<file path="src/hw/rtl/cerq_pkg.sv">
// shared types, constants and ring helpers for the coalescing event ring queue
// no dependencies; used by cerq_ctrl, cerq_dpath and the top level

package cerq_pkg;

   localparam int QUEUE_DEPTH = 16;
   localparam int KEY_BITS    = 16;
   localparam int PTR_BITS    = $clog2(QUEUE_DEPTH);
   localparam int KIND_BITS   = 3;
   localparam int VALUE_BITS  = 16;
   localparam int CMD_BITS    = 2;

   typedef logic [PTR_BITS-1:0] ptr_type;

   typedef enum logic [CMD_BITS-1:0] {
      CMD_CREATE = 2'd0,
      CMD_FIND   = 2'd1,
      CMD_ACK    = 2'd2,
      CMD_SIZE   = 2'd3
   } cmd_type;

   typedef enum logic [2:0] {
      ST_IDLE    = 3'd0,
      ST_DECODE  = 3'd1,
      ST_SCAN    = 3'd2,
      ST_ADVANCE = 3'd3,
      ST_FINISH  = 3'd4
   } state_type;

   // controller -> datapath
   typedef struct packed {
      logic load;
      logic set_ok;
      logic ack_clear;
      logic scan_step;
      logic scan_commit;
      logic head_step;
      logic out_load;
   } ctrl_cmd_type;

   // datapath -> controller
   typedef struct packed {
      cmd_type cmd;
      logic    full;
      logic    ack_in_range;
      logic    scan_end;
      logic    scan_hit;
      logic    head_stop;
   } dp_status_type;

   function automatic ptr_type ring_next(input ptr_type p);
      ptr_type r;
      if (p == PTR_BITS'(QUEUE_DEPTH - 1)) begin
         r = '0;
      end else begin
         r = p + 1'b1;
      end
      return r;
   endfunction

   function automatic ptr_type ring_count(input ptr_type tail, input ptr_type head);
      logic [PTR_BITS:0] diff;
      diff = {1'b0, tail} - {1'b0, head};
      if (tail < head) begin
         diff = diff + (PTR_BITS+1)'(QUEUE_DEPTH);
      end
      return diff[PTR_BITS-1:0];
   endfunction

endpackage

</file>
<file path="src/hw/rtl/coalescing_event_ring_queue_core.sv">
// Coalescing event ring queue: 16 slots, one kept free. Commands are create (coalescing
// on key), find first pending of a kind, acknowledge slot, and read size; each item gives
// exactly one result. One item is in work at a time. Size and a rejected create go from
// decode straight to finish; create and find walk slots from the head until a match or the
// tail (up to 15 slots); acknowledge moves the head past slots no longer pending. The walk
// over the ring is the controller's scan loop, one slot a cycle. A finished result sits in an
// output register while the next item is taken.

module coalescing_event_ring_queue_core (
   input  logic                                clock,
   input  logic                                reset,
   input  logic                                req_valid,
   output logic                                req_ready,
   input  logic [cerq_pkg::CMD_BITS-1:0]       req_cmd,
   input  logic [cerq_pkg::KIND_BITS-1:0]      req_event_kind,
   input  logic [cerq_pkg::KEY_BITS-1:0]       req_entry_key,
   input  logic [cerq_pkg::VALUE_BITS-1:0]     req_item_value,
   input  logic [cerq_pkg::PTR_BITS-1:0]       req_slot_index,
   output logic                                rsp_valid,
   input  logic                                rsp_ready,
   output logic                                rsp_ok,
   output logic [cerq_pkg::PTR_BITS-1:0]       rsp_slot_out,
   output logic [cerq_pkg::KIND_BITS-1:0]      rsp_kind_out,
   output logic [cerq_pkg::KEY_BITS-1:0]       rsp_key_out,
   output logic [cerq_pkg::VALUE_BITS-1:0]     rsp_value_out,
   output logic [cerq_pkg::PTR_BITS-1:0]       rsp_occupancy,
   output logic                                rsp_signal_raised
);

   cerq_pkg::ctrl_cmd_type  ctrl;
   cerq_pkg::dp_status_type status;

   cerq_ctrl u_ctrl (
      .clock     (clock),
      .reset     (reset),
      .req_valid (req_valid),
      .req_ready (req_ready),
      .rsp_valid (rsp_valid),
      .rsp_ready (rsp_ready),
      .status    (status),
      .ctrl      (ctrl)
   );

   cerq_dpath u_dpath (
      .clock             (clock),
      .reset             (reset),
      .ctrl              (ctrl),
      .status            (status),
      .req_cmd           (req_cmd),
      .req_event_kind    (req_event_kind),
      .req_entry_key     (req_entry_key),
      .req_item_value    (req_item_value),
      .req_slot_index    (req_slot_index),
      .rsp_ok            (rsp_ok),
      .rsp_slot_out      (rsp_slot_out),
      .rsp_kind_out      (rsp_kind_out),
      .rsp_key_out       (rsp_key_out),
      .rsp_value_out     (rsp_value_out),
      .rsp_occupancy     (rsp_occupancy),
      .rsp_signal_raised (rsp_signal_raised)
   );

`ifndef SYNTHESIS
   // one item in work at a time
   a_single_item: assert property (@(posedge clock) disable iff (reset)
      req_valid && req_ready |=> !req_ready)
      else $error("item accepted while another is in work");

   // a raised signal only comes from a successful create, which reports no found entry
   a_signal_create: assert property (@(posedge clock) disable iff (reset)
      rsp_valid && rsp_signal_raised |->
         rsp_ok && (rsp_kind_out == '0) && (rsp_key_out == '0) && (rsp_value_out == '0))
      else $error("signal raised on a result that is not a create");

   // a failed item reports no slot
   a_fail_clean: assert property (@(posedge clock) disable iff (reset)
      rsp_valid && !rsp_ok |-> (rsp_slot_out == '0) && !rsp_signal_raised)
      else $error("failed result carries a slot or signal");

   // the scan never walks while a result is being handed over
   a_scan_quiet: assert property (@(posedge clock) disable iff (reset)
      ctrl.out_load |-> !ctrl.scan_step && !ctrl.head_step && !ctrl.scan_commit)
      else $error("datapath busy during result handover");
`endif

endmodule

</file>
<file path="src/hw/rtl/cerq_ctrl.sv">
// controller state machine of the coalescing event ring queue
// depends on cerq_pkg; drives cerq_dpath through ctrl_cmd_type

module cerq_ctrl (
   input  logic                   clock,
   input  logic                   reset,
   input  logic                   req_valid,
   output logic                   req_ready,
   output logic                   rsp_valid,
   input  logic                   rsp_ready,
   input  cerq_pkg::dp_status_type status,
   output cerq_pkg::ctrl_cmd_type  ctrl
);

   cerq_pkg::state_type state_ff, state_in;
   logic                rsp_valid_ff, rsp_valid_in;
   logic                out_free;

   assign out_free  = !rsp_valid_ff || rsp_ready;
   assign req_ready = (state_ff == cerq_pkg::ST_IDLE);
   assign rsp_valid = rsp_valid_ff;

   // next state
   always_comb begin
      state_in = state_ff;
      case (state_ff)
         cerq_pkg::ST_IDLE: begin
            if (req_valid) state_in = cerq_pkg::ST_DECODE;
         end
         cerq_pkg::ST_DECODE: begin
            case (status.cmd)
               cerq_pkg::CMD_CREATE: begin
                  state_in = status.full ? cerq_pkg::ST_FINISH : cerq_pkg::ST_SCAN;
               end
               cerq_pkg::CMD_FIND: begin
                  state_in = cerq_pkg::ST_SCAN;
               end
               cerq_pkg::CMD_ACK: begin
                  state_in = status.ack_in_range ? cerq_pkg::ST_ADVANCE
                                                 : cerq_pkg::ST_FINISH;
               end
               default: begin
                  state_in = cerq_pkg::ST_FINISH;
               end
            endcase
         end
         cerq_pkg::ST_SCAN: begin
            if (status.scan_end || status.scan_hit) state_in = cerq_pkg::ST_FINISH;
         end
         cerq_pkg::ST_ADVANCE: begin
            if (status.head_stop) state_in = cerq_pkg::ST_FINISH;
         end
         cerq_pkg::ST_FINISH: begin
            if (out_free) state_in = cerq_pkg::ST_IDLE;
         end
         default: begin
            state_in = cerq_pkg::ST_IDLE;
         end
      endcase
   end

   // outputs
   always_comb begin
      ctrl = '0;
      case (state_ff)
         cerq_pkg::ST_IDLE: begin
            ctrl.load = req_valid;
         end
         cerq_pkg::ST_DECODE: begin
            case (status.cmd)
               cerq_pkg::CMD_ACK: begin
                  ctrl.ack_clear = status.ack_in_range;
               end
               cerq_pkg::CMD_SIZE: begin
                  ctrl.set_ok = 1'b1;
               end
               default: begin
               end
            endcase
         end
         cerq_pkg::ST_SCAN: begin
            ctrl.scan_commit = status.scan_end || status.scan_hit;
            ctrl.scan_step   = !(status.scan_end || status.scan_hit);
         end
         cerq_pkg::ST_ADVANCE: begin
            ctrl.head_step = !status.head_stop;
         end
         cerq_pkg::ST_FINISH: begin
            ctrl.out_load = out_free;
         end
         default: begin
         end
      endcase
   end

   always_comb begin
      rsp_valid_in = rsp_valid_ff;
      if (ctrl.out_load) begin
         rsp_valid_in = 1'b1;
      end else if (rsp_ready) begin
         rsp_valid_in = 1'b0;
      end
   end

   always_ff @(posedge clock) begin
      if (reset) begin
         state_ff     <= cerq_pkg::ST_IDLE;
         rsp_valid_ff <= 1'b0;
      end else begin
         state_ff     <= state_in;
         rsp_valid_ff <= rsp_valid_in;
      end
   end

endmodule

</file>
<file path="src/hw/rtl/cerq_dpath.sv">
// datapath of the coalescing event ring queue: slot store, pointers, scan unit,
// result and output registers; depends on cerq_pkg, driven by cerq_ctrl

module cerq_dpath (
   input  logic                                clock,
   input  logic                                reset,
   input  cerq_pkg::ctrl_cmd_type              ctrl,
   output cerq_pkg::dp_status_type             status,
   input  logic [cerq_pkg::CMD_BITS-1:0]       req_cmd,
   input  logic [cerq_pkg::KIND_BITS-1:0]      req_event_kind,
   input  logic [cerq_pkg::KEY_BITS-1:0]       req_entry_key,
   input  logic [cerq_pkg::VALUE_BITS-1:0]     req_item_value,
   input  logic [cerq_pkg::PTR_BITS-1:0]       req_slot_index,
   output logic                                rsp_ok,
   output logic [cerq_pkg::PTR_BITS-1:0]       rsp_slot_out,
   output logic [cerq_pkg::KIND_BITS-1:0]      rsp_kind_out,
   output logic [cerq_pkg::KEY_BITS-1:0]       rsp_key_out,
   output logic [cerq_pkg::VALUE_BITS-1:0]     rsp_value_out,
   output logic [cerq_pkg::PTR_BITS-1:0]       rsp_occupancy,
   output logic                                rsp_signal_raised
);

   // latched request
   cerq_pkg::cmd_type                   cmd_ff;
   logic [cerq_pkg::KIND_BITS-1:0]      kind_ff;
   logic [cerq_pkg::KEY_BITS-1:0]       key_ff;
   logic [cerq_pkg::VALUE_BITS-1:0]     value_ff;
   logic [cerq_pkg::PTR_BITS-1:0]       sidx_ff;

   // slot store
   logic [cerq_pkg::KIND_BITS-1:0]      kind_mem  [cerq_pkg::QUEUE_DEPTH];
   logic [cerq_pkg::KEY_BITS-1:0]       key_mem   [cerq_pkg::QUEUE_DEPTH];
   logic [cerq_pkg::VALUE_BITS-1:0]     value_mem [cerq_pkg::QUEUE_DEPTH];

   logic [cerq_pkg::QUEUE_DEPTH-1:0]    pending_ff, pending_in;
   cerq_pkg::ptr_type                   head_ff, head_in;
   cerq_pkg::ptr_type                   tail_ff, tail_in;
   cerq_pkg::ptr_type                   scan_ff, scan_in;

   // result being built
   logic                                res_ok_ff, res_ok_in;
   cerq_pkg::ptr_type                   res_slot_ff, res_slot_in;
   logic [cerq_pkg::KIND_BITS-1:0]      res_kind_ff, res_kind_in;
   logic [cerq_pkg::KEY_BITS-1:0]       res_key_ff, res_key_in;
   logic [cerq_pkg::VALUE_BITS-1:0]     res_value_ff, res_value_in;
   logic                                res_sig_ff, res_sig_in;

   // output register
   logic                                out_ok_ff;
   cerq_pkg::ptr_type                   out_slot_ff;
   logic [cerq_pkg::KIND_BITS-1:0]      out_kind_ff;
   logic [cerq_pkg::KEY_BITS-1:0]       out_key_ff;
   logic [cerq_pkg::VALUE_BITS-1:0]     out_value_ff;
   cerq_pkg::ptr_type                   out_occ_ff;
   logic                                out_sig_ff;

   logic [cerq_pkg::KIND_BITS-1:0]      rd_kind_ff;
   logic [cerq_pkg::KEY_BITS-1:0]       rd_key_ff;
   logic [cerq_pkg::VALUE_BITS-1:0]     rd_value_ff;
   logic                                scan_end;
   logic                                scan_hit;
   logic                                write_en;
   cerq_pkg::ptr_type                   write_addr;

   // create coalesces on key, find matches on kind
   assign scan_end = (scan_ff == tail_ff);
   assign scan_hit = !scan_end && pending_ff[scan_ff] &&
                     ((cmd_ff == cerq_pkg::CMD_CREATE) ? (rd_key_ff == key_ff)
                                                       : (rd_kind_ff == kind_ff));

   assign write_en   = ctrl.scan_commit && (cmd_ff == cerq_pkg::CMD_CREATE);
   assign write_addr = scan_hit ? scan_ff : tail_ff;

   always_comb begin
      status.cmd          = cmd_ff;
      status.full         = (cerq_pkg::ring_next(tail_ff) == head_ff);
      status.ack_in_range = ({1'b0, sidx_ff} < (cerq_pkg::PTR_BITS+1)'(cerq_pkg::QUEUE_DEPTH));
      status.scan_end     = scan_end;
      status.scan_hit     = scan_hit;
      status.head_stop    = (head_ff == tail_ff) || pending_ff[head_ff];
   end

   always_comb begin
      pending_in = pending_ff;
      if (write_en) pending_in[write_addr] = 1'b1;
      if (ctrl.ack_clear) pending_in[sidx_ff] = 1'b0;

      tail_in = tail_ff;
      if (write_en && !scan_hit) tail_in = cerq_pkg::ring_next(tail_ff);

      head_in = ctrl.head_step ? cerq_pkg::ring_next(head_ff) : head_ff;

      scan_in = scan_ff;
      if (ctrl.load) begin
         scan_in = head_ff;
      end else if (ctrl.scan_step) begin
         scan_in = cerq_pkg::ring_next(scan_ff);
      end
   end

   always_comb begin
      res_ok_in    = res_ok_ff;
      res_slot_in  = res_slot_ff;
      res_kind_in  = res_kind_ff;
      res_key_in   = res_key_ff;
      res_value_in = res_value_ff;
      res_sig_in   = res_sig_ff;
      if (ctrl.load) begin
         res_ok_in    = 1'b0;
         res_slot_in  = '0;
         res_kind_in  = '0;
         res_key_in   = '0;
         res_value_in = '0;
         res_sig_in   = 1'b0;
      end else if (ctrl.set_ok || ctrl.ack_clear) begin
         res_ok_in = 1'b1;
      end else if (write_en) begin
         res_ok_in   = 1'b1;
         res_sig_in  = 1'b1;
         res_slot_in = write_addr;
      end else if (ctrl.scan_commit && scan_hit) begin
         res_ok_in    = 1'b1;
         res_slot_in  = scan_ff;
         res_kind_in  = rd_kind_ff;
         res_key_in   = rd_key_ff;
         res_value_in = rd_value_ff;
      end
   end

   always_ff @(posedge clock) begin
      if (reset) begin
         pending_ff <= '0;
         head_ff    <= '0;
         tail_ff    <= '0;
      end else begin
         pending_ff <= pending_in;
         head_ff    <= head_in;
         tail_ff    <= tail_in;
      end
   end

   always_ff @(posedge clock) begin
      if (ctrl.load) begin
         cmd_ff   <= cerq_pkg::cmd_type'(req_cmd);
         kind_ff  <= req_event_kind;
         key_ff   <= req_entry_key;
         value_ff <= req_item_value;
         sidx_ff  <= req_slot_index;
      end
      if (write_en) begin
         kind_mem[write_addr]  <= kind_ff;
         key_mem[write_addr]   <= key_ff;
         value_mem[write_addr] <= value_ff;
      end
      // read port follows the next scan slot so the data lines up with scan_ff
      rd_kind_ff   <= kind_mem[scan_in];
      rd_key_ff    <= key_mem[scan_in];
      rd_value_ff  <= value_mem[scan_in];
      scan_ff      <= scan_in;
      res_ok_ff    <= res_ok_in;
      res_slot_ff  <= res_slot_in;
      res_kind_ff  <= res_kind_in;
      res_key_ff   <= res_key_in;
      res_value_ff <= res_value_in;
      res_sig_ff   <= res_sig_in;
      // pointers are final by the time the result is handed over
      if (ctrl.out_load) begin
         out_ok_ff    <= res_ok_ff;
         out_slot_ff  <= res_slot_ff;
         out_kind_ff  <= res_kind_ff;
         out_key_ff   <= res_key_ff;
         out_value_ff <= res_value_ff;
         out_occ_ff   <= cerq_pkg::ring_count(tail_ff, head_ff);
         out_sig_ff   <= res_sig_ff;
      end
   end

   assign rsp_ok            = out_ok_ff;
   assign rsp_slot_out      = out_slot_ff;
   assign rsp_kind_out      = out_kind_ff;
   assign rsp_key_out       = out_key_ff;
   assign rsp_value_out     = out_value_ff;
   assign rsp_occupancy     = out_occ_ff;
   assign rsp_signal_raised = out_sig_ff;

endmodule

</file>
<file path="config.mk">
export PLATFORM = sky130hd
export DESIGN_NAME = coalescing_event_ring_queue_core
export DESIGN_NICKNAME = d
export VERILOG_FILES = /design/src/hw/rtl/cerq_pkg.sv /design/src/hw/rtl/coalescing_event_ring_queue_core.sv /design/src/hw/rtl/cerq_ctrl.sv /design/src/hw/rtl/cerq_dpath.sv
export SDC_FILE = /design/constraint.sdc
export NUM_CORES = 1
export LEC_CHECK = 0
export BUFFER_PORTS_ARGS = -buffer_cell sky130_fd_sc_hd__buf_2
export CAP_MARGIN = 20
export CORE_MARGIN = 3
export CORE_UTILIZATION = 50
export CTS_BUF_LIST = sky130_fd_sc_hd__clkbuf_4 sky130_fd_sc_hd__clkbuf_8
export DETAILED_ROUTE_END_ITERATION = 12
export GPL_TIMING_DRIVEN = 0
export PLACE_DENSITY = 0.76
export SYNTH_ARGS = -nofsm -noshare
export SYNTH_HDL_FRONTEND = slang
export SYNTH_SLANG_ARGS = --single-unit
</file>
<file path="constraint.sdc">
create_clock -name clock -period 4.35 [get_ports clock]
set_clock_uncertainty 0.1 [all_clocks]
set_input_delay 0.435 -clock clock [delete_from_list [all_inputs] [get_ports clock]]
set_output_delay 0.435 -clock clock [all_outputs]
set_load 0.02 [all_outputs]
</file>
==> results of run 1 <==
==> through the flow <==
step	power, mW	instance area [sq um]	hold slack, ns	utilization
after floorplan	12.2	29500	0.308	-
after global placement	14.3	30900	0.314	0.532
after detailed placement	14.5	31400	0.315	0.541
after CTS	21.1	35000	0.123	0.604
after global routing	22.2	35300	0.204	0.608
final	21.4	35300	0.150	0.608
==> state kept, by name, summed over array words and instances (netlist names), 16 cells and up <==
signal	flops
u_dpath.key_mem	256
u_dpath.value_mem	256
u_dpath.kind_mem	48
u_dpath.key_ff	16
u_dpath.pending_ff	16
u_dpath.rd_key_ff	16
u_dpath.rd_value_ff	16
u_dpath.res_key_ff	16
u_dpath.res_value_ff	16
u_dpath.rsp_key_out	16
u_dpath.rsp_value_out	16
u_dpath.value_ff	16
==> area by class of cell <==
cell class,instances,area [sq um]
fill,4255,22700
sequential,754,21600
multi-input combinational,1322,7390
clock buffer,192,2340
timing repair buffer,200,1930
tap,765,957
buffer,152,692
clock inverter,29,352
inverter,17,66.3
antenna,1,2.50
==> kinds of logic (layout without fill, tap and decap cells) <==
| kind of cell | Yosys count | after routing |
|---|---|---|
| AO/OA/AOI/OAI | 390 | 390 |
| flip-flops | 754 | 754 |
| AND/OR/NAND/NOR | 862 | 863 |
| other | 0 | 1 |
| adder cells (fa/ha/maj) | 12 | 12 |
| buffers and inverters | 170 | 590 |
| multiplexers | 23 | 23 |
| XOR/XNOR | 34 | 34 |
==> path summary, 6_finish.rpt <==
| path | start | endpoint | slack (ns) | cells past startpoint |
|---|---|---|---|---|
| worst min-delay path | reset | u_dpath.pending_ff[4]$_SDFF_PP0_ | 0.15 | 3 |
| worst min register to register | u_dpath.res_value_ff[11]$_SDFFE_PP0P_ | u_dpath.rsp_value_out[11]$_DFFE_PP_ | 0.33 | 0 |
| worst max register to register | u_dpath.key_ff[15]$_DFFE_PP_ | u_dpath.rd_key_ff[4]$_DFF_P_ | -0.02 | 15 |
| worst max-delay path | u_dpath.key_ff[15]$_DFFE_PP_ | u_dpath.rd_key_ff[4]$_DFF_P_ | -0.02 | 15 |
==> power by group through the flow <==
stage | clock network, mW | registers, mW | logic [mW]
floorplan | 0 | 8.93 | 3.31
global placement | 0 | 9.18 | 5.16
detailed placement | 0 | 9.20 | 5.35
CTS | 6.62 | 9.03 | 5.49
global route | 6.98 | 9.03 | 6.15
finish | 6.58 | 9.00 | 5.79
==> cells in the final DEF (no fill, tap or decap), drive strengths merged, types with 8 or more instances in the layout <==
master	n
o21a	8
nand2	569
o211ai	65
xnor2	20
a31oi	13
clkbuf	272
edfxtp	646
nand3	70
mux2i	12
o21ai	152
a311o	68
nor3	9
xor2	14
ha	11
a211oi	9
buf	230
mux4	9
clkinv	14
and3	79
nor2	62
nand4	40
inv	20
a21oi	52
dlygate4sd3	42
dfxtp	108
==> repair_timing <==
item / in CTS / in global routing
hold buffers: 42 / 0
gates resized for setup: 20 / 12
pin swaps: 15 / 2
endpoints found under the setup margin: 641 / 267
endpoints found under the hold margin: 42 / 0
cloned: 1 / 0
buffers inserted: 27 / 23
==> worst max-delay path, stage by stage (launching register included) <==
cell and delay [ns]:
edfxtp_1 0.52, xnor2_1 0.35, nand4_1 0.30, nor4_4 0.46, a21oi_1 0.22, a211oi_2 0.34, a21o_1 0.17, buf_4 0.19
inv_4 0.06, buf_6 0.15, buf_2 0.26, buf_2 0.29, nand2_1 0.10, nand2_1 0.05, o211ai_1 0.35, nand4_1 0.26
==> metal layers <==
metal | vias up | routed length [um] | part of all wire
met5 | - | 0 | 0
li1 | 8944 | - | -
met3 | 283 | 10600 | 0.13
met2 | 1479 | 38400 | 0.47
met1 | 9932 | 29700 | 0.36
met4 | 0 | 3730 | 0.045
==> impl_metrics.py, run 1 <==
metrics = {
    "power_and_ir_drop": {
        "internal_power_mw": 14.0,
        "switching_share": 0.345,
        "p_clk_frac": 0.308,
        "switching_power_mw": 7.39,
        "power_leakage_nw": 12.5,
        "share_comb_of_total_power": 0.271,
        "p_seq_frac": 0.421,
        "power.density_mw_per_mm2": 606,
        "peakVddDrop_uv": 312,
    },
    "synthesis": {
        "synth_top_flop_cell": "edfxtp_1",
        "synthXorXnorAreaFrac": 0.0101,
        "async_flop_share": 0,
        "synth.most_common_cell": "edfxtp_1",
        "syn_area_sq_mm": 0.0295,
        "synth_top_family_by_area": "simple AND/OR/NAND/NOR gates",
        "synthAdderAreaFrac": 0.00535,
        "syn_inst": 2245,
        "synthMuxAreaShare": 0.0117,
        "yosysTopAreaCell": "edfxtp_1",
        "synth_compound_area_frac": 0.0886,
        "synth_edf_count": 646,
        "yosys-top-cells-area": "edfxtp_1 (66%), dfxtp_1 (7.3%), nand2_1 (7.2%), o21ai_0 (2.5%), a311o_1 (2.3%)",
        "synthTopCellsByCount": "edfxtp_1 (646), nand2_1 (568), o21ai_0 (149), dfxtp_1 (108)",
        "synth_fp_nets": 2302,
        "synth-simple-area-share": 0.128,
        "yosys_warnings": 0,
        "syn_area_per_cell_sq_um": 13.1,
        "synth_seq_area_share": 0.731,
        "netlist.area_leader.share": 0.658,
        "ys_ff_latch": 754,
        "synth_cell_types": 62,
    },
    "route": {
        "ant_nets": 0,
        "vias": 20638,
        "vias_per_cell": 6.01,
        "drc": 0,
        "dr.pass1.iters": 8,
        "drtIter0Drc": 2929,
        "avgRoutedWirePerCell_um": 24.0,
        "wirelength_um": 82400,
    },
    "placement": {
        "portBuffers": 90,
        "pre_cts_ws_ns": -0.823,
        "post-place-cells": 3118,
        "dp_hpwl_um": 53600,
        "gp_congestion": 0.875,
    },
    "worst_setup_path": {
        "critPathMaxFanout": 10,
        "critPathCaptureType": "register",
        "worstSetupPathType": "reg2reg",
        "cp.required_ns": 4.79,
        "start_kind": "register",
        "cp.arrival_ns": 4.81,
    },
    "grt": {
        "top_usage_layer": "met2",
        "grt_pass1_wl_um": 122000,
        "use_met2": 0.416,
        "met3_usage": 0.0676,
        "grt_util_met1": 0.333,
        "first_global_vias": 20323,
        "grt_max_degree": 51,
        "antenna_found_initial": 1,
        "globalRouteOverflowTotal": 0,
        "track_usage": 0.259,
    },
    "clock_tree": {
        "path_clk_slew_ns": 0.06,
        "clk_latency_ns": 0.73,
        "cts_buffer_depth": 3,
        "htreeDepth": 3,
        "cts_sinks": 754,
        "cts-root-buf": "clkbuf_8",
        "tritoncts": "built",
        "cts_made_buffers": 116,
    },
    "outcome": {
        "violations": "setup timing",
        "status": "complete, but fails checks",
    },
    "floorplan": {
        "io_pins": 92,
        "core_sq_mm": 0.0580,
        "row_count": 88,
        "dieArea_sq_mm": 0.0619,
        "die_w_um": 249,
        "initial_utilization": 0.508,
        "dieHeight_um": 249,
    },
    "timing": {
        "rsz0062_at_grt": "true",
        "relSlewSlack": 0.325,
        "tightest_slew_ns": 1.01,
        "max_freq_mhz": 229,
        "drv_slew": 0,
        "hold_viol": 0,
        "fin_setup_tns_ns": -0.0236,
        "fin_crit_ns": 4.37,
        "timing.final.ws_setup_ns": -0.0236,
        "final.period_utilization": 1.01,
        "setup_viol": 1,
    },
    "layout": {
        "fin_nets": 2620,
        "stdcell_count": 3432,
        "drive_above_1_share": 0.190,
        "area_growth_pct": 19.7,
    },
    "hold_path": {
        "min_path_type": "in2reg",
    },
    "job": {
        "maxCapViolCount": 0,
    },
}
No activity file was read; power rests on OpenSTA's default activity.
==> run 2: changes to the inputs <==
Settings changed: ABC_CLOCK_PERIOD_IN_PS from default to 4350, PLACE_DENSITY 0.76 to default, PLACE_DENSITY_LB_ADDON from default to 0.1, SETUP_SLACK_MARGIN from default to 0.15.
==> impl_metrics.py, run 2 (synthesis results as in run 1) <==
metrics = {
    "outcome": {
        "status": "completed",
    },
    "layout": {
        "largestRegisters": "u_dpath.key_mem: 256 flops, u_dpath.value_mem: 256 flops, u_dpath.kind_mem: 48 flops",
        "area_growth_pct": 18.3,
        "mostFrequentLayoutCells": "edfxtp_1 (646), nand2_1 (568), buf_2 (146), o21ai_0 (146), clkbuf_8 (129)",
        "fin_nets": 2622,
        "final_common_cell": "edfxtp_1",
        "drive_above_1_share": 0.188,
        "finish.utilization": 0.601,
    },
    "floorplan": {
        "dieArea_sq_mm": 0.0619,
        "io_pins": 92,
        "dieHeight_um": 249,
        "row_count": 88,
        "die_w_um": 249,
        "core_sq_mm": 0.0580,
        "initial_utilization": 0.508,
    },
    "clock_tree": {
        "cts_sinks": 754,
        "clk_latency_ns": 0.72,
        "cts-root-buf": "clkbuf_8",
        "path_clk_slew_ns": 0.06,
        "htreeDepth": 3,
        "tritoncts": "built",
        "cts_made_buffers": 118,
        "cts_buffer_depth": 3,
    },
    "power_and_ir_drop": {
        "power_leakage_nw": 12.4,
        "switching_share": 0.359,
        "share_comb_of_total_power": 0.288,
        "internal_power_mw": 13.4,
        "switching_power_mw": 7.48,
        "peakVddDrop_uv": 341,
        "p_seq_frac": 0.429,
        "power.density_mw_per_mm2": 598,
        "p_clk_frac": 0.283,
    },
    "timing": {
        "hold_viol": 0,
        "max_freq_mhz": 242,
        "setup_viol": 0,
        "tightest_slew_ns": 1.05,
        "fin_crit_ns": 4.14,
        "fin_setup_tns_ns": 0,
        "drv_slew": 0,
        "rsz0062_at_grt": "false",
        "relSlewSlack": 0.297,
        "final.period_utilization": 0.951,
    },
    "worst_setup_path": {
        "critPathCaptureType": "register",
        "critPathMaxFanout": 10,
        "start_kind": "register",
        "cp_slowest_cell": "nor2_2",
        "cp.arrival_ns": 4.36,
        "cp.required_ns": 4.57,
        "worstPathCellList": "xnor2_2 -> nand4_1 -> nor4_4 -> buf_4 -> a21oi_1 -> or3_1 -> clkbuf_1 -> buf_2 -> nor2_1 -> a31oi_4 -> nor2_2",
        "slowest_delay_ns": 0.87,
        "worstSetupPathType": "reg2reg",
    },
    "route": {
        "vias": 19870,
        "drtIter0Drc": 2202,
        "ant_nets": 0,
        "drc": 0,
        "avgRoutedWirePerCell_um": 24.7,
        "wirelength_um": 84700,
        "vias_per_cell": 5.79,
        "dr.pass1.iters": 6,
    },
    "hold_path": {
        "min_path_type": "in2reg",
    },
    "grt": {
        "globalRouteOverflowTotal": 0,
        "grt_max_degree": 39,
        "first_global_vias": 19535,
        "antenna_found_initial": 4,
        "grt_pass1_wl_um": 125000,
        "track_usage": 0.271,
    },
    "job": {
        "maxCapViolCount": 0,
    },
    "placement": {
        "portBuffers": 90,
        "dp_hpwl_um": 55500,
        "gp_congestion": 0.871,
    },
}
run 2: cell count changes in the layout (fill, tap and decap cells not counted), moves of 9 or more:
cell / previous run / this run
clkbuf_8: 144 / 129
clkinv_2: 10 / 22
buf_4: 31 / 46
buf_12: 36 / 27
clkinv_1: 4 / 23
clkbuf_1: 67 / 54
run 2: what timing repair did:
action	4_1_cts	5_1_grt
setup endpoints to repair	642	208
setup buffers	29	20
hold buffers	42	0
gates cloned	1	0
pin swaps	11	13
resized for setup	29	50
endpoints found under the hold margin	43	0
run 2: cell type report:
cell class	count	area [sq um]
antenna	1	2.50
buffer	153	743
clock buffer	167	2060
clock inverter	51	290
fill	4573	23200
inverter	17	66.3
multi-input combinational	1322	7410
sequential	754	21600
tap	765	957
timing repair buffer	199	1770
run 2: stage by stage:
| step | setup WS (ns) | power, mW | instances | cell area [sq um] | hold WS [ns] |
|---|---|---|---|---|---|
| after floorplan | 0.0176 | 12.2 | 2245 | 29500 | 0.308 |
| after global placement | -3.14 | 14.6 | 3100 | 30900 | 0.315 |
| final | 0.212 | 20.9 | 3429 | 34900 | 0.140 |
| after global routing | 0.143 | 21.8 | 3429 | 34900 | 0.182 |
| after CTS | 0.152 | 20.8 | 3408 | 34600 | 0.0767 |
| after detailed placement | -1.04 | 14.8 | 3118 | 31400 | 0.314 |
run 2: path summary, 6_finish.rpt:
path	from	end	slack, ns	cells after the start
worst max-delay path	u_dpath.key_ff[1]$_DFFE_PP_	u_dpath.value_mem[3][4]$_DFFE_PP_	0.21	11
worst min-delay path	req_valid	u_ctrl.state_ff[1]$_SDFFE_PP0P_	0.14	5
worst max register to register	u_dpath.key_ff[1]$_DFFE_PP_	u_dpath.value_mem[3][4]$_DFFE_PP_	0.21	11
worst min register to register	u_dpath.res_value_ff[9]$_SDFFE_PP0P_	u_dpath.rsp_value_out[9]$_DFFE_PP_	0.32	0
run 2: worst max-delay path, delay by kind of cell (launching register included):
family	cells	cell delay, ns
buffers and inverters	3	0.65
xor gates and xnor gates	1	0.32
DFF	1	0.53
AOI/OAI and AO/OA	2	0.27
and+or+nand+nor	5	1.87
run 2: layer usage:
metal  up-vias  global-route usage  routed length, um
met3       152              0.0561               8000
met1      9820               0.378              34700
li1       8941                   -                  -
met4         2              0.0927               2270
met5         -                   0                 15
met2       955               0.427              39800
run 2: power by group through the flow:
stage / Clock [mW] / Sequential, mW / Combinational, mW
floorplan: 0 / 8.93 / 3.31
global placement: 0 / 9.20 / 5.45
detailed placement: 0 / 9.21 / 5.55
CTS: 5.99 / 8.97 / 5.80
global route: 6.33 / 8.99 / 6.45
finish: 5.91 / 8.96 / 6.00
